==> src/hdl/touch_tap_long_press_classifier_defines.svh <==
// ----------------------------------------------------------------------------
// touch tap / long-press classifier check macros
// concurrent checks clocked on clk and disabled while rst_n is low
// ----------------------------------------------------------------------------
`ifndef TOUCH_TAP_LONG_PRESS_CLASSIFIER_DEFINES_SVH
`define TOUCH_TAP_LONG_PRESS_CLASSIFIER_DEFINES_SVH

// generic clocked check with a fixed message
`define TTLP_ASSERT(lbl, prop) \
  lbl: assert property (@(posedge clk) disable iff (!rst_n) prop) \
    else $error("touch classifier check failed");

// clocked check with a caller supplied message
`define TTLP_ASSERT_MSG(lbl, prop, msg) \
  lbl: assert property (@(posedge clk) disable iff (!rst_n) prop) \
    else $error(msg);

`endif

==> src/hdl/ttlp_pkg.sv <==
`timescale 1ns / 1ps
// ----------------------------------------------------------------------------
// ttlp_pkg
// shared types, codes and helpers of the touch tap / long-press classifier
// ----------------------------------------------------------------------------
package ttlp_pkg;

  localparam int TICK_MS_DEF    = 40;
  localparam int COORD_BITS_DEF = 10;
  localparam int TIMER_W        = 16;
  localparam int MIDLINE_W      = 10;
  localparam int TOL_W          = 8;
  localparam int REG_IDX_W      = 3;
  localparam int APB_ADDR_W     = 5;
  localparam int APB_DATA_W     = 32;
  localparam int OUT_DATA_W     = 8;

  localparam logic [MIDLINE_W-1:0] MIDLINE_RST  = 10'd400;
  localparam logic [TOL_W-1:0]     MOVE_TOL_RST = 8'd8;
  localparam logic [TIMER_W-1:0]   STABLE_RST   = 16'd50;
  localparam logic [TIMER_W-1:0]   RELEASE_RST  = 16'd150;
  localparam logic [TIMER_W-1:0]   LONG_RST     = 16'd1500;
  localparam logic [TIMER_W-1:0]   DEBOUNCE_RST = 16'd180;
  localparam logic [TIMER_W-1:0]   PWR_HOLD_RST = 16'd3000;
  localparam logic [TIMER_W-1:0]   TIMEOUT_RST  = 16'd60000;

  typedef enum logic [REG_IDX_W-1:0] {
    REG_MIDLINE_X  = 3'd0,
    REG_MOVE_TOL   = 3'd1,
    REG_STABLE     = 3'd2,
    REG_RELEASE    = 3'd3,
    REG_LONG_PRESS = 3'd4,
    REG_DEBOUNCE   = 3'd5,
    REG_POWER_HOLD = 3'd6,
    REG_TIMEOUT    = 3'd7
  } reg_idx_t;

  typedef enum logic [2:0] {
    ACT_NONE  = 3'd0,
    ACT_PREV  = 3'd1,
    ACT_NEXT  = 3'd2,
    ACT_FIRST = 3'd3,
    ACT_FINAL = 3'd4
  } action_t;

  typedef enum logic [2:0] {
    PH_WAIT_REL = 3'd0,
    PH_IDLE     = 3'd1,
    PH_QUALIFY  = 3'd2,
    PH_HOLD     = 3'd3,
    PH_RELEASE  = 3'd4,
    PH_DEBOUNCE = 3'd5
  } phase_t;

  typedef struct packed {
    logic [MIDLINE_W-1:0] midline_x;
    logic [TOL_W-1:0]     move_tolerance;
    logic [TIMER_W-1:0]   stable_time_ms;
    logic [TIMER_W-1:0]   release_time_ms;
    logic [TIMER_W-1:0]   long_press_ms;
    logic [TIMER_W-1:0]   debounce_ms;
    logic [TIMER_W-1:0]   power_hold_ms;
    logic [TIMER_W-1:0]   nav_timeout_ms;
  } cfg_t;

  typedef struct packed {
    logic    valid;
    action_t action;
  } nav_res_t;

  // timer advance by one tick, held at all ones
  function automatic logic [TIMER_W-1:0] sat_tick(input logic [TIMER_W-1:0] t,
                                                  input logic [TIMER_W-1:0] step);
    logic [TIMER_W:0] s;
    s = {1'b0, t} + {1'b0, step};
    return s[TIMER_W] ? {TIMER_W{1'b1}} : s[TIMER_W-1:0];
  endfunction

endpackage

==> src/hdl/ttlp_cfg_regs.sv <==
`timescale 1ns / 1ps
// ----------------------------------------------------------------------------
// ttlp_cfg_regs
// apb register bank holding the thresholds and times of the classifier
// ----------------------------------------------------------------------------
module ttlp_cfg_regs
  import ttlp_pkg::*;
(
  input  logic                  clk,
  input  logic                  rst_n,
  input  logic                  psel,
  input  logic                  penable,
  input  logic                  pwrite,
  input  logic [APB_ADDR_W-1:0] paddr,
  input  logic [APB_DATA_W-1:0] pwdata,
  output logic [APB_DATA_W-1:0] prdata,
  output cfg_t                  cfg
);

  cfg_t     cfg_r;
  logic     wr_en;
  reg_idx_t idx;

  assign wr_en = psel & penable & pwrite;
  assign idx   = reg_idx_t'(paddr[APB_ADDR_W-1:2]);
  assign cfg   = cfg_r;

  always_ff @(posedge clk) begin
    if (!rst_n) begin
      cfg_r.midline_x       <= MIDLINE_RST;
      cfg_r.move_tolerance  <= MOVE_TOL_RST;
      cfg_r.stable_time_ms  <= STABLE_RST;
      cfg_r.release_time_ms <= RELEASE_RST;
      cfg_r.long_press_ms   <= LONG_RST;
      cfg_r.debounce_ms     <= DEBOUNCE_RST;
      cfg_r.power_hold_ms   <= PWR_HOLD_RST;
      cfg_r.nav_timeout_ms  <= TIMEOUT_RST;
    end else if (wr_en) begin
      unique case (idx)
        REG_MIDLINE_X:  cfg_r.midline_x       <= pwdata[MIDLINE_W-1:0];
        REG_MOVE_TOL:   cfg_r.move_tolerance  <= pwdata[TOL_W-1:0];
        REG_STABLE:     cfg_r.stable_time_ms  <= pwdata[TIMER_W-1:0];
        REG_RELEASE:    cfg_r.release_time_ms <= pwdata[TIMER_W-1:0];
        REG_LONG_PRESS: cfg_r.long_press_ms   <= pwdata[TIMER_W-1:0];
        REG_DEBOUNCE:   cfg_r.debounce_ms     <= pwdata[TIMER_W-1:0];
        REG_POWER_HOLD: cfg_r.power_hold_ms   <= pwdata[TIMER_W-1:0];
        REG_TIMEOUT:    cfg_r.nav_timeout_ms  <= pwdata[TIMER_W-1:0];
        default: ;
      endcase
    end
  end

  always_comb begin
    unique case (idx)
      REG_MIDLINE_X:  prdata = APB_DATA_W'(cfg_r.midline_x);
      REG_MOVE_TOL:   prdata = APB_DATA_W'(cfg_r.move_tolerance);
      REG_STABLE:     prdata = APB_DATA_W'(cfg_r.stable_time_ms);
      REG_RELEASE:    prdata = APB_DATA_W'(cfg_r.release_time_ms);
      REG_LONG_PRESS: prdata = APB_DATA_W'(cfg_r.long_press_ms);
      REG_DEBOUNCE:   prdata = APB_DATA_W'(cfg_r.debounce_ms);
      REG_POWER_HOLD: prdata = APB_DATA_W'(cfg_r.power_hold_ms);
      REG_TIMEOUT:    prdata = APB_DATA_W'(cfg_r.nav_timeout_ms);
      default:        prdata = '0;
    endcase
  end

endmodule

==> src/hdl/ttlp_power.sv <==
`timescale 1ns / 1ps
// ----------------------------------------------------------------------------
// ttlp_power
// power button hold detector, one pulse when the hold runs past its limit
// ----------------------------------------------------------------------------
module ttlp_power
  import ttlp_pkg::*;
#(
  parameter int TICK_MS = TICK_MS_DEF
) (
  input  logic               clk,
  input  logic               rst_n,
  input  logic               en,
  input  logic [TIMER_W-1:0] power_hold_ms,
  input  logic               power_pressed,
  output logic               power_off
);

  localparam logic [TIMER_W-1:0] TICK = TIMER_W'(TICK_MS);

  logic [TIMER_W-1:0] timer_r, timer_nxt, timer_inc;
  logic               seen_r, seen_nxt;

  always_comb begin
    timer_inc = sat_tick(timer_r, TICK);
    timer_nxt = timer_r;
    seen_nxt  = seen_r;
    power_off = 1'b0;
    if (!power_pressed) begin
      seen_nxt  = 1'b0;
      timer_nxt = '0;
    end else if (!seen_r) begin
      // first pressed sample only arms the timer
      seen_nxt  = 1'b1;
      timer_nxt = '0;
    end else if (timer_inc > power_hold_ms) begin
      power_off = 1'b1;
      seen_nxt  = 1'b0;
      timer_nxt = '0;
    end else begin
      timer_nxt = timer_inc;
    end
  end

  always_ff @(posedge clk) begin
    if (!rst_n) begin
      timer_r <= '0;
      seen_r  <= 1'b0;
    end else if (en) begin
      timer_r <= timer_nxt;
      seen_r  <= seen_nxt;
    end
  end

endmodule

==> src/hdl/ttlp_nav.sv <==
`timescale 1ns / 1ps
// ----------------------------------------------------------------------------
// ttlp_nav
// navigation gesture sequencer: release wait, qualify, hold, debounce, report
// ----------------------------------------------------------------------------
module ttlp_nav
  import ttlp_pkg::*;
#(
  parameter int TICK_MS    = TICK_MS_DEF,
  parameter int COORD_BITS = COORD_BITS_DEF
) (
  input  logic                  clk,
  input  logic                  rst_n,
  input  logic                  en,
  input  cfg_t                  cfg,
  input  logic                  touch_down,
  input  logic [COORD_BITS-1:0] touch_x,
  input  logic [COORD_BITS-1:0] touch_y,
  output nav_res_t              res
);

  localparam logic [TIMER_W-1:0] TICK = TIMER_W'(TICK_MS);
  localparam int CMP_W = (COORD_BITS > MIDLINE_W) ? COORD_BITS : MIDLINE_W;

  phase_t                phase_r, phase_nxt;
  logic [TIMER_W-1:0]    pt_r, pt_nxt, win_r, win_nxt, ht_r, ht_nxt;
  logic [COORD_BITS-1:0] ax_r, ax_nxt, ay_r, ay_nxt;
  logic                  left_r, left_nxt;

  function automatic action_t classify(input logic [TIMER_W-1:0] hold,
                                       input logic [TIMER_W-1:0] long_ms,
                                       input logic left);
    if (hold >= long_ms) return left ? ACT_FIRST : ACT_FINAL;
    return left ? ACT_PREV : ACT_NEXT;
  endfunction

  always_comb begin
    logic [TIMER_W-1:0]    pt_inc, ht_inc, rel_start;
    logic [COORD_BITS-1:0] dx, dy, tol;
    logic                  count_win;
    pt_inc    = sat_tick(pt_r, TICK);
    ht_inc    = sat_tick(ht_r, TICK);
    dx        = (touch_x > ax_r) ? touch_x - ax_r : ax_r - touch_x;
    dy        = (touch_y > ay_r) ? touch_y - ay_r : ay_r - touch_y;
    tol       = COORD_BITS'(cfg.move_tolerance);
    rel_start = (phase_r == PH_HOLD) ? '0 : pt_r;
    count_win = 1'b0;
    phase_nxt = phase_r;
    pt_nxt    = pt_r;
    win_nxt   = win_r;
    ht_nxt    = ht_r;
    ax_nxt    = ax_r;
    ay_nxt    = ay_r;
    left_nxt  = left_r;
    res       = '{valid: 1'b0, action: ACT_NONE};
    unique case (phase_r)
      PH_IDLE: begin
        if (win_r >= cfg.nav_timeout_ms) begin
          res.valid = 1'b1;
          phase_nxt = PH_WAIT_REL;
          pt_nxt    = '0;
          win_nxt   = '0;
          ht_nxt    = '0;
        end else begin
          count_win = 1'b1;
          if (touch_down) begin
            ax_nxt = touch_x;
            ay_nxt = touch_y;
            pt_nxt = '0;
            if (cfg.stable_time_ms == '0) begin
              left_nxt  = CMP_W'(touch_x) < CMP_W'(cfg.midline_x);
              ht_nxt    = '0;
              phase_nxt = PH_HOLD;
            end else begin
              phase_nxt = PH_QUALIFY;
            end
          end
        end
      end
      PH_QUALIFY: begin
        count_win = 1'b1;
        if (!touch_down || dx > tol || dy > tol) begin
          phase_nxt = PH_IDLE;
          pt_nxt    = '0;
        end else if (pt_inc >= cfg.stable_time_ms) begin
          left_nxt  = CMP_W'(ax_r) < CMP_W'(cfg.midline_x);
          ht_nxt    = '0;
          pt_nxt    = '0;
          phase_nxt = PH_HOLD;
        end else begin
          pt_nxt = pt_inc;
        end
      end
      PH_HOLD, PH_RELEASE: begin
        ht_nxt = ht_inc;
        if (!(phase_r == PH_HOLD && touch_down)) begin
          phase_nxt = PH_RELEASE;
          if (touch_down) begin
            pt_nxt = '0;
          end else if (rel_start >= cfg.release_time_ms) begin
            pt_nxt = '0;
            if (cfg.debounce_ms == '0) begin
              res.valid  = 1'b1;
              res.action = classify(ht_inc, cfg.long_press_ms, left_r);
              phase_nxt  = PH_WAIT_REL;
              win_nxt    = '0;
              ht_nxt     = '0;
            end else begin
              phase_nxt = PH_DEBOUNCE;
            end
          end else begin
            pt_nxt = sat_tick(rel_start, TICK);
          end
        end
      end
      PH_DEBOUNCE: begin
        ht_nxt = ht_inc;
        pt_nxt = pt_inc;
        if (pt_inc >= cfg.debounce_ms) begin
          res.valid  = 1'b1;
          res.action = classify(ht_inc, cfg.long_press_ms, left_r);
          phase_nxt  = PH_WAIT_REL;
          pt_nxt     = '0;
          win_nxt    = '0;
          ht_nxt     = '0;
        end
      end
      default: begin
        // initial release wait, also taken for any stray phase code
        phase_nxt = PH_WAIT_REL;
        count_win = 1'b1;
        if (touch_down) begin
          pt_nxt = '0;
        end else if (pt_r >= cfg.release_time_ms) begin
          phase_nxt = PH_IDLE;
          pt_nxt    = '0;
        end else begin
          pt_nxt = pt_inc;
        end
      end
    endcase
    if (count_win) win_nxt = sat_tick(win_r, TICK);
  end

  always_ff @(posedge clk) begin
    if (!rst_n) begin
      phase_r <= PH_WAIT_REL;
      pt_r    <= '0;
      win_r   <= '0;
      ht_r    <= '0;
      ax_r    <= '0;
      ay_r    <= '0;
      left_r  <= 1'b0;
    end else if (en) begin
      phase_r <= phase_nxt;
      pt_r    <= pt_nxt;
      win_r   <= win_nxt;
      ht_r    <= ht_nxt;
      ax_r    <= ax_nxt;
      ay_r    <= ay_nxt;
      left_r  <= left_nxt;
    end
  end

endmodule

==> src/hdl/touch_tap_long_press_classifier.sv <==
`timescale 1ns / 1ps
// ----------------------------------------------------------------------------
// touch_tap_long_press_classifier
// tap / long-press navigation classifier with power-hold detector
// ----------------------------------------------------------------------------
// One touch and power sample is taken per poll tick on the in_ stream and the
// block accepts a sample in every clock cycle while in_tready is high. A
// sample goes into an input register, the gesture sequencer and the power
// detector update their state from it in one pass, and when the sample moves
// on its result is registered in the output register. A result is sent only
// for a sample that reports a navigation decision or a power-off pulse; other
// samples produce nothing on out_. in_tready drops only while both the input
// and output registers are full and out_tready is low. Configuration is taken
// over the apb port and should be changed only while no sample is in flight.
// ----------------------------------------------------------------------------
`include "touch_tap_long_press_classifier_defines.svh"

module touch_tap_long_press_classifier
  import ttlp_pkg::*;
#(
  parameter int TICK_MS    = TICK_MS_DEF,
  parameter int COORD_BITS = COORD_BITS_DEF,
  localparam int IN_FLD_W  = 2 * COORD_BITS + 2,
  localparam int IN_DATA_W = ((IN_FLD_W + 7) / 8) * 8
) (
  input  logic                  clk,
  input  logic                  rst_n,
  // in_tdata: touch_down, touch_x, touch_y, power_pressed, zero pad
  input  logic                  in_tvalid,
  output logic                  in_tready,
  input  logic [IN_DATA_W-1:0]  in_tdata,
  // out_tdata: action_valid, action[2:0], power_off, zero pad
  output logic                  out_tvalid,
  input  logic                  out_tready,
  output logic [OUT_DATA_W-1:0] out_tdata,
  input  logic                  cfg_psel,
  input  logic                  cfg_penable,
  input  logic                  cfg_pwrite,
  input  logic [APB_ADDR_W-1:0] cfg_paddr,
  input  logic [APB_DATA_W-1:0] cfg_pwdata,
  output logic [APB_DATA_W-1:0] cfg_prdata,
  output logic                  cfg_pready
);

  cfg_t                  cfg;
  logic [IN_FLD_W-1:0]   in_r;
  logic                  in_vld_r;
  logic                  adv;
  logic                  power_off;
  nav_res_t              nav_res;
  logic                  out_vld_r;
  logic [OUT_DATA_W-1:0] out_r;
  logic                  res_any;

  assign cfg_pready = 1'b1;

  ttlp_cfg_regs u_cfg (
    .clk     (clk),
    .rst_n   (rst_n),
    .psel    (cfg_psel),
    .penable (cfg_penable),
    .pwrite  (cfg_pwrite),
    .paddr   (cfg_paddr),
    .pwdata  (cfg_pwdata),
    .prdata  (cfg_prdata),
    .cfg     (cfg)
  );

  // the held sample moves on when the output register is free or draining
  assign adv       = in_vld_r & (~out_vld_r | out_tready);
  assign in_tready = ~in_vld_r | adv;

  always_ff @(posedge clk) begin
    if (!rst_n) begin
      in_vld_r <= 1'b0;
    end else if (in_tready) begin
      in_vld_r <= in_tvalid;
    end
  end

  always_ff @(posedge clk) begin
    if (in_tvalid && in_tready) in_r <= in_tdata[IN_FLD_W-1:0];
  end

  ttlp_nav #(
    .TICK_MS    (TICK_MS),
    .COORD_BITS (COORD_BITS)
  ) u_nav (
    .clk        (clk),
    .rst_n      (rst_n),
    .en         (adv),
    .cfg        (cfg),
    .touch_down (in_r[0]),
    .touch_x    (in_r[COORD_BITS:1]),
    .touch_y    (in_r[2*COORD_BITS:COORD_BITS+1]),
    .res        (nav_res)
  );

  ttlp_power #(
    .TICK_MS (TICK_MS)
  ) u_power (
    .clk           (clk),
    .rst_n         (rst_n),
    .en            (adv),
    .power_hold_ms (cfg.power_hold_ms),
    .power_pressed (in_r[IN_FLD_W-1]),
    .power_off     (power_off)
  );

  assign res_any = nav_res.valid | power_off;

  always_ff @(posedge clk) begin
    if (!rst_n) begin
      out_vld_r <= 1'b0;
    end else if (adv) begin
      out_vld_r <= res_any;
    end else if (out_tready) begin
      out_vld_r <= 1'b0;
    end
  end

  always_ff @(posedge clk) begin
    if (adv && res_any) begin
      out_r <= OUT_DATA_W'({power_off, nav_res.action, nav_res.valid});
    end
  end

  assign out_tvalid = out_vld_r;
  assign out_tdata  = out_r;

  // no empty transfer leaves the block
  `TTLP_ASSERT(a_out_not_empty, out_tvalid |-> (out_tdata[0] || out_tdata[4]))
  // a power-only result carries the none code
  `TTLP_ASSERT(a_action_none, (out_tvalid && !out_tdata[0]) |-> (out_tdata[3:1] == ACT_NONE))
  // action code stays within the defined set
  `TTLP_ASSERT_MSG(a_action_range, out_tvalid |-> (out_tdata[3:1] <= ACT_FINAL),
    "action code out of range")
  // input backpressure only comes from a stalled output
  `TTLP_ASSERT_MSG(a_ready_cause, !in_tready |-> (out_tvalid && !out_tready),
    "input stalled without output stall")

endmodule
==> config.mk <==
export PLATFORM = sky130hd
export DESIGN_NAME = touch_tap_long_press_classifier
export DESIGN_NICKNAME = d
export VERILOG_FILES = /design/src/hdl/ttlp_pkg.sv /design/src/hdl/ttlp_cfg_regs.sv /design/src/hdl/ttlp_power.sv /design/src/hdl/ttlp_nav.sv /design/src/hdl/touch_tap_long_press_classifier.sv
export VERILOG_INCLUDE_DIRS = /design/src /design/src/hdl
export SDC_FILE = /design/constraint.sdc
export NUM_CORES = 1
export LEC_CHECK = 0
export ABC_CLOCK_PERIOD_IN_PS = 5400
export BUFFER_PORTS_ARGS = -buffer_cell sky130_fd_sc_hd__buf_2
export CAP_MARGIN = 25
export CORE_UTILIZATION = 30
export CTS_CLUSTER_SIZE = 28
export DETAILED_ROUTE_END_ITERATION = 8
export GPL_ROUTABILITY_DRIVEN = 0
export SLEW_MARGIN = 40
export SYNTH_ARGS = -nofsm -noshare
export SYNTH_HDL_FRONTEND = slang
export SYNTH_SLANG_ARGS = --single-unit
==> constraint.sdc <==
create_clock -name clk -period 5.4 [get_ports clk]
set_clock_uncertainty 0.05 [all_clocks]
set_input_delay 0.81 -clock clk [delete_from_list [all_inputs] [get_ports clk]]
set_output_delay 0.81 -clock clk [all_outputs]
set_load 0.05 [all_outputs]
==> impl_metrics.yaml, run 1 <==
outcome:
  outcome: "finished, violations left"
  violations: "DRC"
setup_path:
  r2r_end: "u_nav.pt_r[13]"
  worst_r2r_path_depth: 20
  end_kind: "flop"
  slowest_stage: "or4b_4"
  path_depth: 20
  worstPathArrival_ns: 5.66
  crit_end: "u_nav.pt_r[13]"
  critical-path-max-stage-delay_ns: 0.61
  r2r_slack_ns: 0.19
  crit_type: "flop to flop"
  critical_path.cell_chain: "inv_1, ha_1, nand4_1, a21oi_1, nor2_2, nor2b_1, a31oi_1, buf_4, a221o_1, a221oi_2, xnor2_1, ha_1, a211o_1, nor3_1, o311a_1, o2111ai_4, or4b_4, a211oi_4, buf_6, a221o_1"
  startpoint_type: "flop"
  critPathBufInv: 3
  cp.required_ns: 5.86
  r2r_start: "in_r[16]"
  crit_family: "compound AO/OA/AOI/OAI gates"
  crit_fanout: 11
  cp-startpoint: "in_r[16]"
sta:
  slew_violations: 0
  fmax_ghz: 0.192
  hold_viol: 0
  fin_crit_sh: 0.964
  relSlewSlack: 0.368
  setup-violations-final: 0
  min_period_ns: 5.21
  fin_hold_ws_ns: 0.377
  setup_ws_ns: 0.195
  worst_slew_pin_slew_ns: 0.942
layout:
  nFillCells: 5461
  stdcell_area_sq_um: 18100
  layout-drive-gt1-share: 0.0858
  areaGrowthSynthToFinish_pct: 12.0
  nNetsFinal: 2349
detailed_routing:
  vias: 15000
  first_iter_violations: 1212
  wire_per_inst_um: 17.9
  drt_first_pass_iters: 8
  ant_nets: 0
  wl_um: 50100
  post-route-drc-count: 21
  via_per_inst: 5.37
clock_network:
  root_buffer: "clkbuf_16"
  cts_max_level: 1
  cts_buffer_depth: 3
  clkLatencyLatePin_ns: 0.57
  cts_sinks: 230
  cts_made_buffers: 28
  cts_tree: "done"
  cts.clk_slew.worst_paths_ns: 0.06
  hold_buffers: 0
grt:
  track_usage: 0.181
  grt_pass1_vias: 14300
  grt_max_degree: 78
  grt_pass1_wl_um: 78500
  grt_overflow_total: 0
  antenna_found_initial: 1
synth:
  postSynth.asyncResetShare: 0
  synth.distinct_cells: 78
  yosysWarnings: 0
  syn_area_sq_um: 16100
  yosys_register_bits: 230
  ys.flop_type: "dfxtp_1"
  postSynthCellCount: 2053
  avgSynthCellArea_sq_um: 7.87
  synth_area_leaders: "dfxtp_1 25%, ha_1 15%, nand2_1 7.4%"
  synth_edf_count: 27
  synth.most_common_cell: "nand2_1"
  netlist_top_cells_count: "317 x nand2_1, 203 x a21oi_1, 203 x dfxtp_1"
  yosys.area.top_type: "dfxtp_1"
  synth_top_area_frac: 0.252
  synth_seq_area_share: 0.302
place:
  placed_cell_area_sq_um: 17100
  portBuffers: 70
  dp_hpwl_um: 38100
  dpl_worst_slack_ns: 0.0793
floorplan:
  die_area_sq_um: 54800
  start_util: 0.305
  rows: 84
  die_h_um: 234
  ios: 111
  die_width_um: 234
  core_sq_um: 52900
power_and_ir_drop:
  p_comb_frac: 0.128
  seq_power_share: 0.429
  ir_worst_vdd_v: 0.000242
  powerDensity_nw_per_um2: 229
  internal_power_mw: 2.99
  p_total_mw: 4.14
  power.leakage_nw: 7.62
  switching_power_mw: 1.15
  power.share.clock: 0.443
  switching_share: 0.277
min_path:
  hold_path.class: "input pin to flop"
  worst_hold_path.num_cells: 1
flow_run:
  cap_viol_max_count: 0
-- cells in the final DEF, fill, tap and decap left out, types with 23 or more instances in the layout --
master | netlist | layout
a21o_1 | 37 | 37
a21oi_1 | 203 | 203
nor2_1 | 142 | 141
buf_4 | 20 | 32
clkbuf_16 | 0 | 30
buf_2 | 5 | 69
and3_1 | 27 | 27
nand3_1 | 48 | 48
nor3_1 | 33 | 30
dfxtp_1 | 203 | 203
ha_1 | 190 | 189
edfxtp_1 | 27 | 27
nand2_1 | 317 | 317
nand2b_1 | 27 | 27
o211ai_1 | 45 | 45
nor2b_1 | 23 | 23
o21ai_0 | 87 | 85
mux2i_1 | 48 | 48
inv_1 | 172 | 172
-- worst register-to-register path, cell delays in order (launching register included) --
cell	delay, ns
edfxtp_1	0.35
inv_1	0.06
ha_1	0.45
nand4_1	0.17
a21oi_1	0.26
nor2_2	0.09
nor2b_1	0.16
a31oi_1	0.13
buf_4	0.21
a221o_1	0.36
a221oi_2	0.25
xnor2_1	0.19
ha_1	0.31
a211o_1	0.30
nor3_1	0.20
o311a_1	0.24
o2111ai_4	0.17
or4b_4	0.62
a211oi_4	0.31
buf_6	0.17
a221o_1	0.13
-- state kept, by name, summed over array words and instances (netlist names) --
register,flops
u_nav.phase_r,3
out_tvalid,1
u_nav.ht_r,16
in_r,22
u_nav.win_r,14
in_vld_r,1
u_nav.left_r,1
u_nav.ay_r,10
u_power.timer_r,16
out_tdata,5
u_nav.ax_r,10
u_nav.pt_r,16
u_cfg.cfg,114
u_power.seen_r,1
-- what timing repair did --
item,4_1_cts,5_1_grt
endpoints found under the hold margin,0,0
buffers inserted,0,3
endpoints found under the setup margin,0,35
resized for setup,0,13
-- through the flow --
stage,utilization,TNS [ns],cells
after floorplan,-,0,2071
final,0.342,0,2799
after detailed placement,0.324,0,2742
after global routing,0.342,-0.261,2797
after CTS,0.340,0,2794
after global placement,0.324,0,2742
-- area by class of cell --
cell class | count | area, sq um | share of cell area
multi-input cells | 1550 | 10200 | 0.563
flip-flops and latches | 230 | 4870 | 0.269
well taps | 688 | 861 | 0.0476
clock buffers | 47 | 855 | 0.0472
inverters | 173 | 652 | 0.0360
repair buffers | 104 | 619 | 0.0342
clock inverters | 5 | 32.5 | 0.00180
diodes | 2 | 5.00 | 0.000277
-- cells by family after synthesis --
logic type | Yosys count | share of synthesized area
flip-flops | 230 | 0.302
other | 2 | 0.000465
AO/OA/AOI/OAI | 541 | 0.213
adder cells (fa/ha/maj) | 194 | 0.152
XOR/XNOR | 37 | 0.0201
AND/OR/NAND/NOR | 701 | 0.197
buffers and inverters | 291 | 0.0762
multiplexers | 57 | 0.0388
-- routing by layer --
| metal | vias up | GRT usage | routed length, um |
|---|---|---|---|
| met3 | 110 | 0.0207 | 3240 |
| met5 | - | 0 | 12 |
| met2 | 509 | 0.304 | 23200 |
| li1 | 7264 | - | - |
| met1 | 7156 | 0.237 | 21800 |
| met4 | 2 | 0.0684 | 1860 |
-- power groups by stage --
stage / Sequential (mW) / Combinational (mW) / Clock, mW
6_report: 1.78 / 0.531 / 1.83
5_1_grt: 1.78 / 0.574 / 1.93
4_1_cts: 1.78 / 0.513 / 1.87
3_5_place_dp: 1.81 / 0.511 / 0
3_3_place_gp: 1.81 / 0.499 / 0
2_1_floorplan: 1.80 / 0.375 / 0
-- worst min-delay path by stage --
stage                               from              to  slack, ns
after floorplan           u_cfg.cfg[105]  u_cfg.cfg[105]       0.39
after global placement     u_cfg.cfg[22]   u_cfg.cfg[22]       0.39
after detailed placement   u_cfg.cfg[53]   u_cfg.cfg[53]       0.40
after CTS                   in_tdata[14]        in_r[14]       0.35
after global routing        in_tdata[14]        in_r[14]       0.36
final                       in_tdata[14]        in_r[14]       0.38
Power figures use the tool's default switching activity.
==> run 2, diff against run 1 <==
Settings changed: ABC_AREA from default to 1.
==> impl_metrics.yaml, run 2 <==
outcome:
  outcome: "completed"
clock_network:
  post_cts_buffers: 0
  cts_buffer_depth: 3
  hold_buffers: 0
  cts.clk_slew.worst_paths_ns: 0.06
  cts_sinks: 230
  cts_made_buffers: 27
  cts_tree: "done"
  ctsResizeCount: 0
  cts_max_level: 1
  root_buffer: "clkbuf_16"
  clkLatencyLatePin_ns: 0.59
synth:
  synth.distinct_cells: 55
  yosysWarnings: 0
  synth.most_common_cell: "nand2_1"
  postSynthCellCount: 2388
  avgSynthCellArea_sq_um: 6.96
  postSynth.asyncResetShare: 0
  yosys.area.top_type: "dfxtp_1"
  syn_area_sq_um: 16600
  synth_seq_area_share: 0.293
  synth_area_leaders: "dfxtp_1 24%, ha_1 14%, nand2_1 9.8%"
  synth_edf_count: 27
  netlist_top_cells_count: "435 x nand2_1, 354 x inv_1, 284 x a21oi_1"
  ys.flop_type: "dfxtp_1"
  yosys_register_bits: 230
  synth_top_area_frac: 0.245
layout:
  largest_reg_flops: 114
  layout-drive-gt1-share: 0.0787
  final_common_cell: "nand2_1"
  nNetsFinal: 2685
  mostFrequentLayoutCells: "435 x nand2_1, 353 x inv_1, 284 x a21oi_1"
  areaGrowthSynthToFinish_pct: 10.7
  fin_util: 0.339
  stdcell_area_sq_um: 18400
  antenna_cells: 0
sta:
  setup_ws_ns: 0.914
  min_period_ns: 4.49
  hold_viol: 0
  worst_slew_pin_slew_ns: 0.830
  slew_violations: 0
  setup-violations-final: 0
  fin_crit_sh: 0.831
  rsz0062_at_grt: "false"
  fmax_ghz: 0.223
  setup_tns_ns: 0
  relSlewSlack: 0.443
flow_run:
  cap_viol_max_count: 0
detailed_routing:
  post-route-drc-count: 0
  vias: 15600
  ant_nets: 0
  via_per_inst: 4.97
  wire_per_inst_um: 15.7
  wl_um: 49200
  drt_first_pass_iters: 5
  first_iter_violations: 1136
power_and_ir_drop:
  internal_power_mw: 3.09
  ir_worst_vdd_v: 0.000254
  switching_share: 0.320
  seq_power_share: 0.402
  power.share.clock: 0.399
  power.leakage_nw: 8.40
  p_comb_frac: 0.198
  powerDensity_nw_per_um2: 247
  switching_power_mw: 1.45
setup_path:
  worstPathArrival_ns: 4.71
  startpoint_type: "flop"
  cp.required_ns: 5.62
  crit_fanout: 14
  end_kind: "flop"
  crit_type: "flop to flop"
grt:
  grt_overflow_total: 0
  track_usage: 0.172
  grt_pass1_wl_um: 77900
  grt_max_degree: 87
  antenna_found_initial: 0
  grt_pass1_vias: 14300
floorplan:
  die_area_sq_um: 56300
  rows: 85
  die_h_um: 237
  core_sq_um: 54200
  ios: 111
  die_width_um: 237
  start_util: 0.306
place:
  dp_hpwl_um: 37900
  portBuffers: 70
  dpl_worst_slack_ns: 1.00
  placed_cell_area_sq_um: 17500
min_path:
  hold_path.class: "input pin to flop"
run 2: cell count changes after synthesis, sizes merged, moves of 44 or more:
cell and change:
nand2 +132, mux2i -44, o21ai +108, nor2 +54
a21oi +77, inv +199
run 2: power groups by stage:
stage / logic (mW) / registers, mW / clock network (mW)
after floorplan: 0.682 / 1.85 / 0
after global placement: 0.886 / 1.87 / 0
after detailed placement: 0.893 / 1.87 / 0
after CTS: 0.898 / 1.83 / 1.85
after global routing: 1.02 / 1.84 / 1.91
final: 0.902 / 1.83 / 1.82
run 2: kinds of logic (layout without fill, tap and decap cells):
| kind of cell | after synthesis | in the layout | synth area share |
|---|---|---|---|
| mux | 4 | 4 | 0.00241 |
| flops | 230 | 230 | 0.293 |
| fa+ha+maj | 194 | 194 | 0.148 |
| simple gates | 843 | 843 | 0.221 |
| buf+inv | 467 | 502 | 0.112 |
| other cells | 2 | 20 | 0.000452 |
| xor+xnor | 42 | 42 | 0.0221 |
| compound gates | 606 | 606 | 0.201 |
run 2: worst paths after layout:
kind | from | end | slack, ns | cells after the start
worst max register to register | u_nav.pt_r[3] | out_tdata[3] | 0.91 | 18
worst min-delay path | in_tdata[6] | in_r[6] | 0.36 | 1
worst min register to register | u_power.timer_r[2] | u_power.timer_r[2] | 0.41 | 2
worst max-delay path | u_nav.pt_r[3] | out_tdata[3] | 0.91 | 18
run 2: layout make-up:
type | count | area (sq um)
Fill cell | 5890 | 35800
Clock buffer | 36 | 751
Sequential cell | 230 | 4870
Clock inverter | 11 | 110
Multi-Input combinational cell | 1709 | 9950
Tap cell | 696 | 871
Inverter | 375 | 1410
Timing Repair Buffer | 80 | 432
run 2: critical path: stages (launching register included):
cell	delay (ns)
dfxtp_1	0.39
inv_1	0.09
o21ai_1	0.36
nand2_1	0.18
nor2_1	0.28
nand3_1	0.44
o21ai_0	0.41
ha_1	0.35
a21oi_1	0.13
o21ai_0	0.09
a21oi_1	0.23
nand3_1	0.11
buf_4	0.21
nand2_1	0.07
o21ai_0	0.07
inv_1	0.25
o211ai_1	0.15
nand2_1	0.10
inv_1	0.20
run 2: layer usage:
| metal | track usage | share of wire |
|---|---|---|
| met1 | 0.231 | 0.46 |
| met2 | 0.286 | 0.46 |
| met3 | 0.0254 | 0.059 |
| met4 | 0.0497 | 0.026 |
| met5 | 0 | 0 |
run 2: stage by stage:
| step | hold WS (ns) | power, mW | std cells |
|---|---|---|---|
| final | 0.364 | 4.55 | 3137 |
| after global routing | 0.345 | 4.77 | 3137 |
| after CTS | 0.343 | 4.58 | 3137 |
| after detailed placement | 0.404 | 2.76 | 3090 |
| after global placement | 0.402 | 2.75 | 3090 |
| after floorplan | 0.383 | 2.53 | 2406 |
